==> config.mk <==
export PLATFORM = sky130hd
export DESIGN_NAME = go_back_n_sender_window_top_flat
export DESIGN_NICKNAME = d
export VERILOG_FILES = /design/src/sv/gbn_pkg.sv /design/src/sv/gbn_if.sv /design/src/sv/gbn_ctrl.sv /design/src/sv/gbn_dp.sv /design/src/sv/go_back_n_sender_window_top.sv /design/src/flat_wrapper.sv
export SDC_FILE = /design/constraint.sdc
export NUM_CORES = 1
export LEC_CHECK = 0
export BUFFER_PORTS_ARGS = -buffer_cell sky130_fd_sc_hd__buf_2
export CORE_AREA = 2 2 133 187
export CTS_CLUSTER_SIZE = 20
export DETAILED_ROUTE_END_ITERATION = 12
export DIE_AREA = 0 0 135 189
export SYNTH_ARGS = -nofsm -noshare
export SYNTH_HDL_FRONTEND = slang
export SYNTH_SLANG_ARGS = --single-unit
==> constraint.sdc <==
create_clock -name clk -period 10.8 [get_ports clk]
set_input_delay 2.16 -clock clk [delete_from_list [all_inputs] [get_ports clk]]
set_output_delay 2.16 -clock clk [all_outputs]
set_load 0.02 [all_outputs]
==> src/sv/gbn_pkg.sv <==
// Shared types, codes and helpers for the go-back-n sender window block.
// No dependencies; every other file but gbn_checker refers to it by scoped names.
package gbn_pkg;

	localparam int WINDOW_DEF        = 32;
	localparam int PAYLOAD_BYTES_DEF = 1024;

	localparam int SEQ_W   = 16;
	localparam int BYTES_W = 11;
	localparam int ACT_W   = 2;
	localparam int CFG_IDX_W  = 1;
	localparam int CFG_DATA_W = 16;

	localparam logic [ACT_W-1:0] ACT_START   = 2'd0;
	localparam logic [ACT_W-1:0] ACT_ACK     = 2'd1;
	localparam logic [ACT_W-1:0] ACT_TIMEOUT = 2'd2;

	localparam logic [SEQ_W-1:0] ABORT_ACK = 16'hFFFF;

	localparam logic [CFG_IDX_W-1:0] CFG_TOTAL_PACKETS = 1'd0;
	localparam logic [CFG_IDX_W-1:0] CFG_LAST_BYTES    = 1'd1;

	localparam logic [SEQ_W-1:0]   TOTAL_RESET      = 16'd1;
	localparam logic [BYTES_W-1:0] LAST_BYTES_RESET = 11'd1024;

	typedef enum logic [1:0] {
		ST_IDLE,
		ST_EVAL,
		ST_EMIT
	} gbn_state_t;

	// Controller to datapath commands
	typedef struct packed {
		logic capture;
		logic evaluate;
		logic advance;
	} gbn_cmd_t;

	// Datapath to controller status
	typedef struct packed {
		logic last_item;
	} gbn_sts_t;

	// Grow the window up to the window size or the end of the transfer.
	function automatic logic [SEQ_W-1:0] refill(input logic [SEQ_W-1:0] base,
		input logic [SEQ_W-1:0] nxt, input logic [SEQ_W-1:0] total,
		input logic [SEQ_W:0] window);
		logic [SEQ_W:0]   lim;
		logic [SEQ_W-1:0] r;
		lim = {1'b0, base} + window;
		r   = nxt;
		if ((nxt < total) && ({1'b0, nxt} < lim)) begin
			if (lim < {1'b0, total}) begin
				r = lim[SEQ_W-1:0];
			end else begin
				r = total;
			end
		end
		return r;
	endfunction

endpackage

==> src/sv/gbn_if.sv <==
// Valid/ready channel interfaces for event requests, send results and
// configuration writes. Depends on gbn_pkg for field widths.
interface gbn_in_if;
	logic                        valid;
	logic                        ready;
	logic [gbn_pkg::ACT_W-1:0]   action;
	logic [gbn_pkg::SEQ_W-1:0]   ack_number;
	modport source(output valid, output action, output ack_number, input ready);
	modport sink(input valid, input action, input ack_number, output ready);
endinterface

interface gbn_out_if;
	logic                        valid;
	logic                        ready;
	logic                        send_valid;
	logic [gbn_pkg::SEQ_W-1:0]   send_seq;
	logic [gbn_pkg::BYTES_W-1:0] payload_bytes;
	logic                        last;
	logic                        done_res;
	modport source(output valid, output send_valid, output send_seq,
		output payload_bytes, output last, output done_res, input ready);
	modport sink(input valid, input send_valid, input send_seq,
		input payload_bytes, input last, input done_res, output ready);
endinterface

interface gbn_cfg_if;
	logic                           valid;
	logic                           ready;
	logic [gbn_pkg::CFG_IDX_W-1:0]  index;
	logic [gbn_pkg::CFG_DATA_W-1:0] data;
	modport source(output valid, output index, output data, input ready);
	modport sink(input valid, input index, input data, output ready);
endinterface

==> src/sv/gbn_ctrl.sv <==
// Controller state machine for the go-back-n sender window.
// Depends on gbn_pkg for the state enum and command/status structs.
module gbn_ctrl (
	input  logic              clk,
	input  logic              arst_n,
	input  logic              in_valid,
	output logic              in_ready,
	output logic              out_valid,
	input  logic              out_ready,
	input  gbn_pkg::gbn_sts_t sts,
	output gbn_pkg::gbn_cmd_t cmd
);

	gbn_pkg::gbn_state_t state_q, state_d;

	always_ff @(posedge clk or negedge arst_n) begin
		if (!arst_n) begin
			state_q <= gbn_pkg::ST_IDLE;
		end else begin
			state_q <= state_d;
		end
	end

	always_comb begin
		state_d = state_q;
		case (state_q)
			gbn_pkg::ST_IDLE: begin
				if (in_valid) state_d = gbn_pkg::ST_EVAL;
			end
			gbn_pkg::ST_EVAL: begin
				state_d = gbn_pkg::ST_EMIT;
			end
			gbn_pkg::ST_EMIT: begin
				if (out_ready && sts.last_item) state_d = gbn_pkg::ST_IDLE;
			end
			default: begin
				state_d = gbn_pkg::ST_IDLE;
			end
		endcase
	end

	always_comb begin
		in_ready     = 1'b0;
		out_valid    = 1'b0;
		cmd          = '0;
		case (state_q)
			gbn_pkg::ST_IDLE: begin
				in_ready    = 1'b1;
				cmd.capture = in_valid;
			end
			gbn_pkg::ST_EVAL: begin
				cmd.evaluate = 1'b1;
			end
			gbn_pkg::ST_EMIT: begin
				out_valid   = 1'b1;
				cmd.advance = out_ready && !sts.last_item;
			end
			default: begin
				in_ready = 1'b0;
			end
		endcase
	end

endmodule

==> src/sv/gbn_dp.sv <==
// Datapath: configuration, window state, event evaluation and send cursor.
// Depends on gbn_pkg for widths, codes, structs and the refill helper.
module gbn_dp #(
	parameter int WINDOW        = gbn_pkg::WINDOW_DEF,
	parameter int PAYLOAD_BYTES = gbn_pkg::PAYLOAD_BYTES_DEF
) (
	input  logic                           clk,
	input  logic                           arst_n,
	input  gbn_pkg::gbn_cmd_t              cmd,
	output gbn_pkg::gbn_sts_t              sts,
	input  logic [gbn_pkg::ACT_W-1:0]      action,
	input  logic [gbn_pkg::SEQ_W-1:0]      ack_number,
	input  logic                           cfg_we,
	input  logic [gbn_pkg::CFG_IDX_W-1:0]  cfg_index,
	input  logic [gbn_pkg::CFG_DATA_W-1:0] cfg_data,
	output logic                           send_valid,
	output logic [gbn_pkg::SEQ_W-1:0]      send_seq,
	output logic [gbn_pkg::BYTES_W-1:0]    payload_bytes,
	output logic                           last,
	output logic                           done_res
);

	localparam logic [gbn_pkg::SEQ_W:0]     WIN_SIZE   = (gbn_pkg::SEQ_W+1)'(WINDOW);
	localparam logic [gbn_pkg::BYTES_W-1:0] FULL_BYTES = gbn_pkg::BYTES_W'(PAYLOAD_BYTES);

	logic [gbn_pkg::SEQ_W-1:0]   total_q;
	logic [gbn_pkg::BYTES_W-1:0] last_bytes_q;
	logic [gbn_pkg::SEQ_W-1:0]   base_q, next_q, last_ack_q;
	logic                        fin_q;
	logic [gbn_pkg::ACT_W-1:0]   action_q;
	logic [gbn_pkg::SEQ_W-1:0]   ack_q;
	logic [gbn_pkg::SEQ_W-1:0]   cur_q, end_q;
	logic                        empty_q;

	// Evaluation results
	logic [gbn_pkg::SEQ_W-1:0] base_d, next_d, last_ack_d, from_d, to_d;
	logic                      fin_d;
	logic [gbn_pkg::SEQ_W-1:0] refill_base, refill_next;
	logic [gbn_pkg::SEQ_W:0]   ack_inc;
	logic [gbn_pkg::SEQ_W-1:0] final_seq;

	always_ff @(posedge clk or negedge arst_n) begin
		if (!arst_n) begin
			total_q      <= gbn_pkg::TOTAL_RESET;
			last_bytes_q <= gbn_pkg::LAST_BYTES_RESET;
		end else if (cfg_we) begin
			case (cfg_index)
				gbn_pkg::CFG_TOTAL_PACKETS: total_q      <= cfg_data;
				gbn_pkg::CFG_LAST_BYTES:    last_bytes_q <= cfg_data[gbn_pkg::BYTES_W-1:0];
				default:                    total_q      <= total_q;
			endcase
		end
	end

	always_ff @(posedge clk) begin
		if (cmd.capture) begin
			action_q <= action;
			ack_q    <= ack_number;
		end
	end

	assign ack_inc     = {1'b0, ack_q} + 17'd1;
	assign refill_next = gbn_pkg::refill(refill_base, next_q, total_q, WIN_SIZE);

	// Slide the base past an accepted ack when it lies between the last ack and
	// this one; never past next_seq.
	always_comb begin
		refill_base = base_q;
		if (!fin_q && (action_q == gbn_pkg::ACT_ACK) && (ack_q != gbn_pkg::ABORT_ACK)
			&& (ack_q >= last_ack_q) && (base_q inside {[last_ack_q:ack_q]})) begin
			refill_base = (ack_inc < {1'b0, next_q}) ?
				ack_inc[gbn_pkg::SEQ_W-1:0] : next_q;
		end
	end

	always_comb begin
		base_d      = base_q;
		next_d      = next_q;
		last_ack_d  = last_ack_q;
		fin_d       = fin_q;
		from_d      = '0;
		to_d        = '0;
		if (!fin_q) begin
			case (action_q)
				gbn_pkg::ACT_START: begin
					next_d = refill_next;
					from_d = base_q;
					to_d   = refill_next;
				end
				gbn_pkg::ACT_ACK: begin
					if (ack_q == gbn_pkg::ABORT_ACK) begin
						fin_d = 1'b1;
					end else if (ack_q >= last_ack_q) begin
						base_d     = refill_base;
						last_ack_d = ack_q;
						next_d     = refill_next;
						from_d     = next_q;
						to_d       = refill_next;
						if (ack_q == final_seq) fin_d = 1'b1;
					end
				end
				gbn_pkg::ACT_TIMEOUT: begin
					from_d = base_q;
					to_d   = next_q;
				end
				default: begin
					fin_d = fin_q;
				end
			endcase
		end
	end

	always_ff @(posedge clk or negedge arst_n) begin
		if (!arst_n) begin
			base_q     <= '0;
			next_q     <= '0;
			last_ack_q <= '0;
			fin_q      <= 1'b0;
		end else if (cmd.evaluate) begin
			base_q     <= base_d;
			next_q     <= next_d;
			last_ack_q <= last_ack_d;
			fin_q      <= fin_d;
		end
	end

	always_ff @(posedge clk) begin
		if (cmd.evaluate) begin
			cur_q   <= from_d;
			end_q   <= to_d;
			empty_q <= (from_d == to_d);
		end else if (cmd.advance) begin
			cur_q <= cur_q + 16'd1;
		end
	end

	assign final_seq     = total_q - 16'd1;
	assign sts.last_item = empty_q || (({1'b0, cur_q} + 17'd1) == {1'b0, end_q});
	assign send_valid    = !empty_q;
	assign send_seq      = empty_q ? '0 : cur_q;
	assign payload_bytes = empty_q ? '0 : ((cur_q == final_seq) ? last_bytes_q : FULL_BYTES);
	assign last          = sts.last_item;
	assign done_res      = fin_q;

endmodule

==> src/sv/go_back_n_sender_window_top.sv <==
// Go-back-n sender window: top level joining controller and datapath.
// Depends on gbn_pkg, gbn_if, gbn_ctrl and gbn_dp.
//
// Each event request (start, ack, timeout) is taken when the block is idle and
// answered by a run of send results, one per cycle while the sink is ready;
// the last result of the run carries last. A run holds k results (1 up to
// WINDOW). The controller first captures the request, then updates the
// window state, then the send cursor steps through the sequence numbers to
// transmit. An event that sends nothing yields one result with send_valid low.
// done_res shows the finished flag after the event. Configuration writes are
// always accepted and take effect once registered, also during a run.
module go_back_n_sender_window_top #(
	parameter int WINDOW        = gbn_pkg::WINDOW_DEF,
	parameter int PAYLOAD_BYTES = gbn_pkg::PAYLOAD_BYTES_DEF
) (
	input logic        clk,
	input logic        arst_n,
	gbn_in_if.sink     in_ch,
	gbn_out_if.source  out_ch,
	gbn_cfg_if.sink    cfg
);

	gbn_pkg::gbn_cmd_t cmd;
	gbn_pkg::gbn_sts_t sts;

	// Registers are plain flops: take every write request at once.
	assign cfg.ready = 1'b1;

	gbn_ctrl u_ctrl (
		.clk       (clk),
		.arst_n    (arst_n),
		.in_valid  (in_ch.valid),
		.in_ready  (in_ch.ready),
		.out_valid (out_ch.valid),
		.out_ready (out_ch.ready),
		.sts       (sts),
		.cmd       (cmd)
	);

	// Hold window state, evaluate the captured request, advance the cursor.
	gbn_dp #(
		.WINDOW        (WINDOW),
		.PAYLOAD_BYTES (PAYLOAD_BYTES)
	) u_dp (
		.clk           (clk),
		.arst_n        (arst_n),
		.cmd           (cmd),
		.sts           (sts),
		.action        (in_ch.action),
		.ack_number    (in_ch.ack_number),
		.cfg_we        (cfg.valid),
		.cfg_index     (cfg.index),
		.cfg_data      (cfg.data),
		.send_valid    (out_ch.send_valid),
		.send_seq      (out_ch.send_seq),
		.payload_bytes (out_ch.payload_bytes),
		.last          (out_ch.last),
		.done_res      (out_ch.done_res)
	);

endmodule

==> src/flat_wrapper.sv <==
// flat-port wrapper written by rule: the top's interface ports become plain ports
module go_back_n_sender_window_top_flat 
#(
	parameter int WINDOW        = gbn_pkg::WINDOW_DEF,
	parameter int PAYLOAD_BYTES = gbn_pkg::PAYLOAD_BYTES_DEF
)
  (clk, arst_n, in_ch_valid, in_ch_action, in_ch_ack_number, in_ch_ready, out_ch_valid, out_ch_send_valid, out_ch_send_seq, out_ch_payload_bytes, out_ch_last, out_ch_done_res, out_ch_ready, cfg_valid, cfg_index, cfg_data, cfg_ready);
  gbn_in_if in_ch_i ();
  gbn_out_if out_ch_i ();
  gbn_cfg_if cfg_i ();
  input logic clk;
  input logic arst_n;
  input wire logic [$bits(in_ch_i.valid)-1:0] in_ch_valid;
  input wire logic [$bits(in_ch_i.action)-1:0] in_ch_action;
  input wire logic [$bits(in_ch_i.ack_number)-1:0] in_ch_ack_number;
  output wire logic [$bits(in_ch_i.ready)-1:0] in_ch_ready;
  output wire logic [$bits(out_ch_i.valid)-1:0] out_ch_valid;
  output wire logic [$bits(out_ch_i.send_valid)-1:0] out_ch_send_valid;
  output wire logic [$bits(out_ch_i.send_seq)-1:0] out_ch_send_seq;
  output wire logic [$bits(out_ch_i.payload_bytes)-1:0] out_ch_payload_bytes;
  output wire logic [$bits(out_ch_i.last)-1:0] out_ch_last;
  output wire logic [$bits(out_ch_i.done_res)-1:0] out_ch_done_res;
  input wire logic [$bits(out_ch_i.ready)-1:0] out_ch_ready;
  input wire logic [$bits(cfg_i.valid)-1:0] cfg_valid;
  input wire logic [$bits(cfg_i.index)-1:0] cfg_index;
  input wire logic [$bits(cfg_i.data)-1:0] cfg_data;
  output wire logic [$bits(cfg_i.ready)-1:0] cfg_ready;
  assign in_ch_i.valid = in_ch_valid;
  assign in_ch_i.action = in_ch_action;
  assign in_ch_i.ack_number = in_ch_ack_number;
  assign in_ch_ready = in_ch_i.ready;
  assign out_ch_valid = out_ch_i.valid;
  assign out_ch_send_valid = out_ch_i.send_valid;
  assign out_ch_send_seq = out_ch_i.send_seq;
  assign out_ch_payload_bytes = out_ch_i.payload_bytes;
  assign out_ch_last = out_ch_i.last;
  assign out_ch_done_res = out_ch_i.done_res;
  assign out_ch_i.ready = out_ch_ready;
  assign cfg_i.valid = cfg_valid;
  assign cfg_i.index = cfg_index;
  assign cfg_i.data = cfg_data;
  assign cfg_ready = cfg_i.ready;
  go_back_n_sender_window_top #(.WINDOW(WINDOW), .PAYLOAD_BYTES(PAYLOAD_BYTES)) u_core (.clk(clk), .arst_n(arst_n), .in_ch(in_ch_i), .out_ch(out_ch_i), .cfg(cfg_i));
endmodule
======== Word-level counts from Yosys, hierarchy flattened ========
Index checks and enable logic that the tools add are counted.
word-level totals
  output and inout bits ................... 33
  word-level logic and storage cells ...... 96
  bits of input ports ..................... 40
  flip-flop bits (word level) ............. 129
cells by class
  bitwise operators ....................... 3
  reduce and logical (&&, ||, !) cells .... 22
  magnitude comparators ................... 7
  equal/unequal tests ..................... 14
  muxes and demuxes ....................... 33
  add/subtract/negate cells ............... 5
operators with widths
  kind                   number
  $mux 16                15
  $pmux 16 s2            2
  $eq 16x16->1           3
  $pmux 16 s3            1
  $add 16x1->17 const B  2
  $lt 17x16->1           2
  $ge 16x16->1           2
  $mux 11                2
  $add 16x6->17 const B  1
  $eq 17x16->1           1
  $lt 16x17->1           1
  $add 16x1->16 const B  1
  $eq 16x16->1 const B   1
  $le 16x16->1           1
  $lt 16x16->1           1
  $ne 16x16->1 const B   1
  $sub 16x1->16 const B  1
  $mux 1                 10
  $reduce_and 5->1       2
  $logic_and 1x1->1      8
  $ne 2x2->1 const B     3
  $pmux 2 s3             1
  $reduce_and 2->1       3
  $eq 2x1->1 const B     2
  other kinds (9)        17

======== Longest topological paths before layout ========
  depth in word-level cells ............... 15
  gate-level depth with buffers ........... 40
  gate-level depth less buffers ........... 36

======== Modules after synthesis ========
From an unflattened synthesis, not the netlist that was laid out.
second synthesis, totals
  cells, all modules ...................... 1190
  area total of the unflattened synthesis .. 10680.2 um^2
modules (own cells, without submodules)
  module                       times used  cells each  area an instance (um^2)  sequential area each (um^2)
  gbn_dp                       1           1178        10567.6                  3435.8
  gbn_ctrl                     1           10          101.3                    50.0
  go_back_n_sender_window_top  1           2           11.3                     0.0

======== Least setup slack after synthesis ========
OpenSTA, ideal clock, no wires.
  kind .................................... flip-flop to flip-flop
  start ................................... register u_core.u_dp.ack_q[1] (netlist name)
  end ..................................... register u_core.u_dp.empty_q (data pin)
  path slack .............................. 3.186 ns
  setup time .............................. 0.176 ns
  data required time ...................... 10.624 ns
  data arrival time ....................... 7.438 ns
  stages on the path, launching flop included .. 38
  period minus slack after synthesis ...... 7.614 ns
  path buffers ............................ 4
  cells stage by stage .................... edfxtp_1 > ha_1 > nand3_2 > or3_1 > nor3_1 > xnor2_1 > ha_1 > nand2_1 > or3_1 > nor3_1 > or3_1 > buf_2 > buf_2 > nor2_1 > a211oi_1 > a21oi_1 > inv_1 > ha_1 > (+2 left out) > o31a_1 > mux2_4 > nor2_1 > ha_1 > and4_1 > and3_1 > o211ai_1 > nand4_1 > o41ai_1 > nand2_1 > clkbuf_1 > a21oi_1 > nor2_1 > a221oi_1 > a211oi_1 > nor4_1 > nand4_1 > nor4_1
between the ends
  cells in the longest elaborated chain, start to end .. 14
  elaborated cells on any way between the ends .. 27
  classes of those cells .................. 2 x add/sub; 5 x order compare; 3 x eq/ne; 12 x mux; 5 x reduce/logical
RTL lines
  what                                                   RTL line                      source
  from (decl)                                            gbn_dp.sv:31                  logic [gbn_pkg::SEQ_W-1:0] ack_q;
  from (signal assigned)                                 gbn_dp.sv:58                  ack_q <= ack_number;
  branches (longest 4 deep; another with $add 16x1->17)  --
  $mux 16 *                                              gbn_dp.sv:69                  if (!fin_q && (action_q == gbn_pkg::ACT_ACK) && (ack_q != gbn_pkg::ABORT_ACK)
  via u_core.u_dp.refill_base (one bit)                  gbn_dp.sv:38                  logic [gbn_pkg::SEQ_W-1:0] refill_base, refill_next;
  $add 16x6->17 *                                        gbn_pkg.sv:50                 lim = {1'b0, base} + window;
  $lt 17x16->1 / $lt 16x17->1 (equally long branches)    gbn_pkg.sv:53, gbn_pkg.sv:52
  $mux 16 / $logic_and 1x1->1 (equally long branches)    gbn_pkg.sv:53, gbn_pkg.sv:52
  $mux 16 *                                              gbn_pkg.sv:52                 if ((nxt < total) && ({1'b0, nxt} < lim)) begin
  $mux 16                                                gbn_dp.sv:93                  end else if (ack_q >= last_ack_q) begin
  $mux 16                                                gbn_dp.sv:91                  if (ack_q == gbn_pkg::ABORT_ACK) begin
  $pmux 16 s3 *                                          gbn_dp.sv:84                  case (action_q)
  $mux 16 *                                              gbn_dp.sv:83                  if (!fin_q) begin
  $eq 16x16->1 *                                         gbn_dp.sv:131                 empty_q <= (from_d == to_d);
  to (signal assigned)                                   gbn_dp.sv:131
  to (decl)                                              gbn_dp.sv:33                  logic empty_q;
Mark *: on every way through the listed nets, which the timed path passes.
A chain may end at the register's enable or synchronous reset.

======== Worst setup path after layout ========
  start ................................... register u_core.u_dp.ack_q[0] (netlist name)
  end ..................................... register u_core.u_dp.empty_q (data pin)
The elaborated chain is that of the path after synthesis.

==> impl_metrics.json <==
{
  "status": "complete, no violations",
  "rsz0062_at_grt": "false",
  "dieArea_um2": 25500,
  "multi_input_area_um2": 6610,
  "regArea_um2": 3490,
  "netlist.area_leader.share_pct": 17.9,
  "end_kind": "register",
  "synth-seq-cells": 129,
  "num_rows": 67,
  "grt_pass1_vias": 9318,
  "initial_core_util_pct": 44.7,
  "skew_ps": 9.82,
  "worstMarginPinSlew_ps": 874,
  "drv_cap": 0,
  "synth-seq-area-share_pct": 32.8,
  "postCtsSetupBuffers": 0,
  "synth_nets": 1340,
  "period_share_pct": 85.1,
  "worstSetupPathType": "register to register",
  "ctsResizeCount": 0,
  "synth_ff_type": "dfrtp_1",
  "dpl.hpwl_um": 27400,
  "core_area_um2": 23800,
  "clock_latency_ps": 440,
  "min_period_ps": 9190,
  "post-route-drc-count": 0,
  "initialDrtViolationCount": 628,
  "postRouteAntennaNets": 0,
  "syn_area_per_cell_um2": 8.92,
  "cts-root-buf": "clkbuf_16",
  "area_growth_pct": 11.5,
  "critical_path_required_ps": 11070,
  "synth-edff-count": 51,
  "wire_per_inst_um": 21.9,
  "crit_path_max_fanout": 18,
  "cts_tree": "built",
  "use_met1_pct": 32.8,
  "pin_count": 73,
  "ctsHtreeMaxLevel": 4,
  "dieWidth_um": 135,
  "worst_path_largest_cell_delay_ps": 570,
  "num-nets-final": 1392,
  "totalNegativeSetupSlack_ps": 0,
  "met3_usage_pct": 3.40,
  "grt_pass1_wl_um": 53600,
  "diodes": 0,
  "dr.pass1.iters": 5,
  "hold_violations": 0,
  "start_kind": "register",
  "setup_viol": 0,
  "place_area_um2": 11300,
  "relSlewSlack_pct": 41.7,
  "ir_drop_v": 0.000116,
  "drv_slew": 0,
  "hold_path.class": "register to register",
  "rrSetupSlack_ps": 1610,
  "crit_path_frequent_cell": "ha_1",
  "grt_max_degree": 50,
  "clock-sinks": 129,
  "async_flop_share_pct": 60.5,
  "cts_inserted_buffers": 17,
  "track_usage_pct": 27.9,
  "layout-drive-gt1-share_pct": 13.4,
  "antenna_found_initial": 0,
  "power_per_cell_area_nw_per_um2": 211,
  "cts.clk_slew.worst_paths_ps": 70,
  "yosys-top-cells-area": "dfrtp_1 (18%), edfxtp_1 (14%), ha_1 (13%), xnor2_1 (6.5%), o21ai_0 (4.3%)",
  "cts.path.max_buffers": 2,
  "holdWs_ps": 499,
  "die_h_um": 189,
  "p_leak_uw": 0.00508,
  "yosys_warnings": 0,
  "place_congestion": 0.970,
  "postRouteWirelength_um": 34400,
  "synthCells": 1192,
  "crit_slowest_cell": "o41ai_1",
  "met2_usage_pct": 50.0,
  "route.vias.total": 9201,
  "synthTopCellsByCount": "nand2_1 (118), ha_1 (108), o21ai_0 (91), inv_1 (85), xnor2_1 (79)",
  "grt-ovfl-total": 0,
  "cp_data_arrival_time_ps": 9460,
  "total_power_uw": 2500,
  "fmax_ghz": 0.109,
  "yosys.cell_count.top_type": "nand2_1",
  "netlist_area_um2": 10600,
  "port_buffers": 71,
  "design_area_um2": 11900,
  "fillerInstances": 2334,
  "via_per_inst": 5.87,
  "ctsHoldBuffers": 0,
  "yosysTopAreaCell": "dfrtp_1",
  "post_synth_num_cell_types": 83,
  "top_usage_layer": "met2"
}
==> registers in the layout (all words and copies together), names as in the netlist <==
signal / cells
u_core.u_ctrl.state_q: 2
u_core.u_dp.ack_q: 16
u_core.u_dp.action_q: 2
u_core.u_dp.base_q: 16
u_core.u_dp.cur_q: 16
u_core.u_dp.done_res: 1
u_core.u_dp.empty_q: 1
u_core.u_dp.end_q: 16
u_core.u_dp.last_ack_q: 16
u_core.u_dp.last_bytes_q: 11
u_core.u_dp.next_q: 16
u_core.u_dp.total_q: 16
==> cells by family (layout without fill, tap and decap cells) <==
| family | Yosys count | in the layout | share of synthesized area (%) |
|---|---|---|---|
| buffers and inverters | 138 | 203 | 5.14 |
| muxes | 50 | 50 | 5.05 |
| AOI/OAI and AO/OA | 282 | 282 | 17.8 |
| and+or+nand+nor | 376 | 376 | 17.6 |
| adders and majority gates | 108 | 108 | 12.7 |
| xor gates and xnor gates | 108 | 108 | 8.90 |
| other | 1 | 1 | 0.0353 |
| DFF | 129 | 129 | 32.8 |
==> power breakdown <==
part           total [µW]  internal [µW]  switching (µW)
Combinational        1100            427             675
Clock                 592            346             246
Sequential            803            650             154
Total                2500           1420            1070
==> area by class of cell <==
type / instances / area share (%)
Inverter: 88 / 2.79
Clock inverter: 15 / 1.44
Tap cell: 310 / 3.27
Sequential cell: 129 / 29.4
Multi-Input combinational cell: 925 / 55.7
Clock buffer: 17 / 3.59
Timing Repair Buffer: 83 / 3.78
==> metrics by stage <==
step / util, % / worst slack, ps / std cells
floorplan: - / 3190 / 1192
global placement: 47.3 / 1740 / 1535
detailed placement: 47.3 / 1640 / 1535
CTS: 49.8 / 1590 / 1567
global route: 49.8 / 710 / 1567
finish: 49.8 / 1610 / 1567
==> layout by cell type, fill, tap and decap left out, types with 19 or more instances in the layout <==
| cell type | n |
|---|---|
| and3_1 | 27 |
| edfxtp_1 | 51 |
| nand2_1 | 118 |
| nand4_1 | 33 |
| ha_1 | 108 |
| xor2_1 | 29 |
| nand3_1 | 38 |
| buf_2 | 70 |
| inv_1 | 85 |
| nor3_1 | 19 |
| nor2_1 | 64 |
| xnor2_1 | 79 |
| a22oi_1 | 19 |
| a21oi_1 | 51 |
| mux2_2 | 22 |
| mux2i_1 | 26 |
| o21ai_0 | 90 |
| nor2b_1 | 21 |
| dfrtp_1 | 76 |
==> worst max-delay path, delay by kind of cell (launching register included) <==
family                   cells  cell delay (ps)
AND/OR/NAND/NOR             16             3810
AO/OA/AOI/OAI                8             2100
adder cells (fa/ha/maj)      4             1290
multiplexers                 2              600
buffers and inverters        3              590
flip-flops                   1              510
XOR/XNOR                     1              110
==> metal layers <==
| layer | up-vias | routed length, µm |
|---|---|---|
| li1 | 4441 | - |
| met1 | 4414 | 13800 |
| met2 | 267 | 17800 |
| met3 | 79 | 1230 |
| met4 | 0 | 1530 |
| met5 | - | 0 |
==> worst paths after layout <==
path                       cells after the start                          end                         from
max                                           34          u_core.u_dp.empty_q         u_core.u_dp.ack_q[0]
max in group asynchronous                      2       u_core.u_dp.next_q[14]                       arst_n
min reg2reg                                    1  u_core.u_dp.last_bytes_q[7]  u_core.u_dp.last_bytes_q[7]
min                                            1  u_core.u_dp.last_bytes_q[7]  u_core.u_dp.last_bytes_q[7]
max reg2reg                                   34          u_core.u_dp.empty_q         u_core.u_dp.ack_q[0]
min in group asynchronous                      1    u_core.u_dp.last_ack_q[5]                       arst_n
Power figures use the tool's default switching activity.
